File: config.mk
export PLATFORM = sky130hd
export DESIGN_NAME = qte_fifo
export DESIGN_NICKNAME = d
export VERILOG_FILES = /design/src/design/qte_fifo.sv
export SDC_FILE = /design/constraint.sdc
export NUM_CORES = 1
export LEC_CHECK = 0
export BUFFER_PORTS_ARGS = -buffer_cell sky130_fd_sc_hd__buf_2
export CORE_MARGIN = 2
export CORE_UTILIZATION = 30
export DETAILED_ROUTE_END_ITERATION = 10
export PLACE_DENSITY_LB_ADDON = 0.15
export SETUP_SLACK_MARGIN = 0.3
export SLEW_MARGIN = 20
export SYNTH_ARGS = -nofsm -noshare
export SYNTH_HDL_FRONTEND = slang
export SYNTH_SLANG_ARGS = --single-unit
File: constraint.sdc
create_clock -name i_clk -period 4 [get_ports i_clk]
set_input_delay 0.4 -clock i_clk [delete_from_list [all_inputs] [get_ports i_clk]]
set_output_delay 0.4 -clock i_clk [all_outputs]
set_load 0.02 [all_outputs]
File: src/design/qte_fifo.sv
// Small flop-based queue between the front and the back.
// Depends on nothing but its parameters.
module qte_fifo #(
    parameter int WIDTH = 8,
    parameter int DEPTH = 4
) (
    input  logic             i_clk,
    input  logic             i_rst_n,
    input  logic             i_push,
    input  logic [WIDTH-1:0] i_data,
    input  logic             i_pop,
    output logic [WIDTH-1:0] o_data,
    output logic             o_full,
    output logic             o_empty
);
    localparam int PW = (DEPTH > 1) ? $clog2(DEPTH) : 1;
    localparam int CW = $clog2(DEPTH + 1);

    logic [WIDTH-1:0] r_mem [DEPTH];
    logic [PW-1:0]    r_wr, r_rd;
    logic [CW-1:0]    r_cnt;

    assign o_full  = (r_cnt == CW'(DEPTH));
    assign o_empty = (r_cnt == '0);
    assign o_data  = r_mem[r_rd];

    always_ff @(posedge i_clk) begin
        if (i_push) begin
            r_mem[r_wr] <= i_data;
        end
    end

    always_ff @(posedge i_clk) begin
        if (!i_rst_n) begin
            r_wr  <= '0;
            r_rd  <= '0;
            r_cnt <= '0;
        end else begin
            if (i_push) begin
                r_wr <= (r_wr == PW'(DEPTH - 1)) ? '0 : r_wr + 1'b1;
            end
            if (i_pop) begin
                r_rd <= (r_rd == PW'(DEPTH - 1)) ? '0 : r_rd + 1'b1;
            end
            r_cnt <= r_cnt + CW'(i_push) - CW'(i_pop);
        end
    end

    a_no_overflow: assert property (@(posedge i_clk) disable iff (!i_rst_n)
        !(i_push && o_full && !i_pop)) else $error("queue overflow");
    a_no_underflow: assert property (@(posedge i_clk) disable iff (!i_rst_n)
        !(i_pop && o_empty)) else $error("queue underflow");
    a_count_range: assert property (@(posedge i_clk) disable iff (!i_rst_n)
        r_cnt <= CW'(DEPTH)) else $error("queue count out of range");

endmodule

# --- Word level (Yosys, flattened, before mapping) ---
# Memory sizes are Yosys's and may differ from the RTL's. A register that Yosys moved wholly into a read port is not among the register bits.
# Cells that the tools add are included.
classes:
  addsub: 4
  n_eq_ne: 3
  n_mux: 6
  reduce_logical: 1
ops:
  columns: ["operator", "count"]
  rows:
  - ["2-bit 2-to-1 mux", 4]
  - ["2-bit by 1-bit adder with 2-bit output, second input constant", 2]
  - ["2-bit == test, second input constant", 2]
  - ["3-bit by 1-bit adder with 3-bit output", 1]
  - ["3-bit == test, second input constant", 1]
  - ["3-bit zero test", 1]
  - ["3-bit by 1-bit subtractor with 3-bit output", 1]
  - ["1-bit 2-to-1 mux", 2]
totals:
  register_bits: 7
  mem_bits_rw: 32
  inputBits: 12
  out_inout_bits: 10
  wordCells: 18
  n_memories: 1
memory_table:
  columns: ["name", "words", "word_bits", "read_ports", "rd_ports_with_merged_regs", "write_ports", "line", "text"]
  rows:
  - ["r_mem", 4, 8, 1, 1, 1, "19", "logic [WIDTH-1:0] r_mem [DEPTH];"]

# --- Longest topological paths before layout ---
depth:
  word_depth: 4
  mapped_depth: 7
  mapped_depth_nobuf: 7

# --- Worst setup path before layout ---
# Ideal clock, no wire load.
synth_timing:
  path_kind: "input to register"
  from: "input i_pop"
  to: "register r_cnt[2]"
  setup_time_ps: 116
  t_arrival_ps: 1441
  required_time_ps: 3884
  setup_slack_ps: 2443
  cell_stages: 6
  path_buffers: 0
  cell_sequence: "ha_1 inv_1 ha_1 fa_1 xor3_1 nor2_1"
synth_via:
  elab_chain_cells: 1
synth_rtl:
  columns: ["item", "line", "text"]
  rows:
  - ["from (decl)", "11", "input logic i_pop,"]
  - ["3-bit by 1-bit subtractor with 3-bit output", "45", "r_cnt <= r_cnt + CW'(i_push) - CW'(i_pop);"]
  - ["to (signal assigned)", "45", null]
  - ["to (decl)", "21", "logic [CW-1:0] r_cnt;"]
# No other way between the ends.
# A chain may end at the register's enable or synchronous reset.

==> results.py <==
metrics = {
    "sta": {
        "drv_slew": 0,
        "clock.fmax_mhz": 474,
        "finalHoldViolCount": 0,
        "tns_ns": 0,
        "slew_headroom_pct": 62.6,
        "setup_violations": 0,
        "skew_ns": 0.00788,
        "worst_slack_ns": 1.89,
        "rsz0062_at_grt": "no",
        "worst_pin_slew_ns": 0.561,
        "fin_crit_ns": 2.11,
        "period_share_pct": 52.7,
    },
    "status": {
        "status": "complete, no violations",
    },
    "worst_setup_path": {
        "r2r-start": "r_cnt[0]$_SDFF_PN0_",
        "critPathMaxFanout": 8,
        "worstPathRequired_ns": 3.60,
        "crit_path_end_kind": "output port",
        "timing.critical_path.from_type": "flop",
        "crit_type": "flop to output port",
        "arrival_ns": 1.71,
        "r2r-end": "r_cnt[2]$_SDFF_PN0_",
        "crit_chain": "mux4_2 -> buf_2",
        "critPathSlowestCell": "dfxtp_1",
        "slowest_delay_ns": 0.68,
        "rrSetupSlack_ns": 2.41,
        "reg2reg_depth": 7,
    },
    "yosys": {
        "yosys.cell_types.count": 17,
        "syn_nets": 106,
        "synth_area_um2": 1620,
        "ys_ff_latch": 41,
        "syn_inst": 86,
        "synth_compound_area_share_pct": 0.620,
        "synth_mux_area_share_pct": 12.4,
        "synth_xor_area_share_pct": 1.47,
        "synth.avg_cell_area_um2": 18.8,
        "synth_top_family_by_area": "multiplexers",
        "ys_warn_count": 0,
        "synthSimpleGateAreaFrac_pct": 5.58,
        "ys_seq_area_share_pct": 70.6,
        "synth_fa_ha_area_share_pct": 6.66,
    },
    "detailed_routing": {
        "first_iter_violations": 36,
        "dr.pass1.iters": 4,
        "wire_per_inst_um": 14.1,
        "via_count": 774,
        "ant_nets": 0,
        "drc": 0,
        "viasPerCell": 4.25,
        "drt_wl_total_um": 2570,
    },
    "global_route": {
        "antenna_found_initial": 0,
        "grt_pass1_wl_um": 4200,
        "grt_max_degree": 13,
        "grt_use_total_pct": 9.91,
        "gr-total-overflow": 0,
        "grt_pass1_vias": 855,
    },
    "cts": {
        "insertion_delay_ns": 0.29,
        "cts_buffers": 5,
        "ctsResizeCount": 0,
        "cts_root_buf": "clkbuf_8",
        "cts_setup_buffers": 0,
        "ctsHoldBuffers": 0,
        "cts_tree": "built",
        "clkSinkCount": 41,
        "cts-htree-levels": 2,
        "clockBufferDepth": 2,
        "clk_pin_slew_ns": 0.08,
    },
    "power_and_ir_drop": {
        "p_leak_nw": 0.705,
        "combinationalPowerShare_pct": 13.5,
        "vdd_ir_drop_max_mv": 0.122,
        "p_sw_w": 0.000213,
        "intPower_w": 0.000730,
        "p_clk_share_pct": 33.1,
        "powerDensity_nw_per_um2": 498,
        "pwr-share-seq_pct": 53.4,
        "swShare_pct": 22.6,
        "power_w": 0.000944,
    },
    "layout": {
        "stdcell_area_um2": 1900,
        "drive_gt1_share_pct": 32.1,
        "register_area_um2": 1140,
        "nFillCells": 523,
        "multiInputGateArea_um2": 432,
        "area_growth_pct": 17.4,
        "nets": 132,
        "insertedDiodeCount": 0,
    },
    "placed_design": {
        "place_ws_ns": 2.12,
        "placed_cell_area_um2": 1790,
        "hpwl_um": 1760,
        "gp_congestion": 0.693,
        "portBuffers": 21,
    },
    "hold_path": {
        "hp-start": "i_data[4]",
        "hold_path_class": "input port to flop",
        "whs_path_depth": 1,
        "holdPathEnd": "r_mem[0][4]$_DFFE_PP_",
    },
    "floorplanning": {
        "initial_utilization_pct": 31.4,
        "rows": 26,
        "num_io_pins": 22,
        "die_width_um": 77.4,
        "chipHeight_um": 77.4,
        "core_um2": 5140,
        "dieArea_um2": 5990,
    },
    "job": {
        "cap_viol_max_count": 0,
    },
}
[critical path: cells and delay by family (launching register included)]
family / cells / cell delay (ns)
flip-flops: 1 / 0.68
multiplexers: 1 / 0.58
buffers and inverters: 1 / 0.17
[cell usage in the layout (no fill, tap or decap), types with 3 or more instances in the layout]
| master | synthesis | final |
|---|---|---|
| and2_1 | 6 | 6 |
| mux4_2 | 8 | 8 |
| ha_1 | 7 | 7 |
| nor2_1 | 3 | 3 |
| clkbuf_8 | 0 | 5 |
| dfxtp_1 | 9 | 9 |
| buf_2 | 0 | 21 |
| edfxtp_1 | 32 | 32 |
| inv_1 | 7 | 7 |
[worst max-delay path by stage]
stage	end	slack, ns
2_1_floorplan	r_cnt[2]$_SDFF_PN0_	2.44
3_3_place_gp	o_data[7]	2.12
3_5_place_dp	o_data[7]	2.12
4_1_cts	o_data[7]	1.80
5_1_grt	o_data[7]	1.72
6_report	o_data[7]	1.89
[cell usage after synthesis (all sizes together)]
cell     n  area share [%]
fa       1             1.2
clkbuf   1            0.31
mux2i    2             1.2
dfxtp    9              11
xor3     1             1.5
edfxtp  32              59
nand2b   2            0.77
nor3     1            0.31
or3b     2             1.1
and2     6             2.3
buf      1            0.70
ha       7             5.4
inv      7             1.6
and3     1            0.39
nor2     3            0.70
a21oi    2            0.62
mux4     8              11
[through the flow]
stage	utilization, %	std cells	hold WS [ns]
2_1_floorplan	-	86	0.476
4_1_cts	36.9	182	0.318
6_report	36.9	182	0.324
3_5_place_dp	34.9	175	0.503
3_3_place_gp	34.9	175	0.489
5_1_grt	36.9	182	0.313
[power by group through the flow]
| stage | Combinational (W) | Sequential (W) | Clock [W] |
|---|---|---|---|
| 2_1_floorplan | 0.0000985 | 0.000504 | 0 |
| 3_3_place_gp | 0.000126 | 0.000513 | 0 |
| 3_5_place_dp | 0.000130 | 0.000514 | 0 |
| 4_1_cts | 0.000130 | 0.000505 | 0.000321 |
| 5_1_grt | 0.000141 | 0.000508 | 0.000341 |
| 6_report | 0.000127 | 0.000504 | 0.000313 |
[logic make-up after synthesis]
| family | Yosys count |
|---|---|
| multiplexers | 10 |
| buffers and inverters | 9 |
| AO/OA/AOI/OAI | 2 |
| XOR/XNOR | 1 |
| flip-flops | 41 |
| AND/OR/NAND/NOR | 15 |
| adder cells (fa/ha/maj) | 8 |
[registers in the layout (all words and copies together) (netlist names), named ones only]
signal / count
r_mem: 32
r_cnt: 3
r_rd: 2
r_wr: 2
[metal layers]
metal / track usage [%] / up-vias / wire length, um
li1: - / 374 / -
met2: 16.0 / 17 / 1310
met3: 4.07 / 2 / 114
met5: 0 / - / 0
met1: 11.2 / 381 / 1100
met4: 5.36 / 0 / 42
[cell type report]
cell class | instances | area share [%]
clock buffer | 5 | 3.63
clock inverter | 2 | 1.85
sequential | 41 | 60.2
multi-input combinational | 36 | 22.8
timing repair buffer | 21 | 5.54
inverter | 7 | 1.39
tap | 70 | 4.62
No activity file was read; power rests on OpenSTA's default activity.
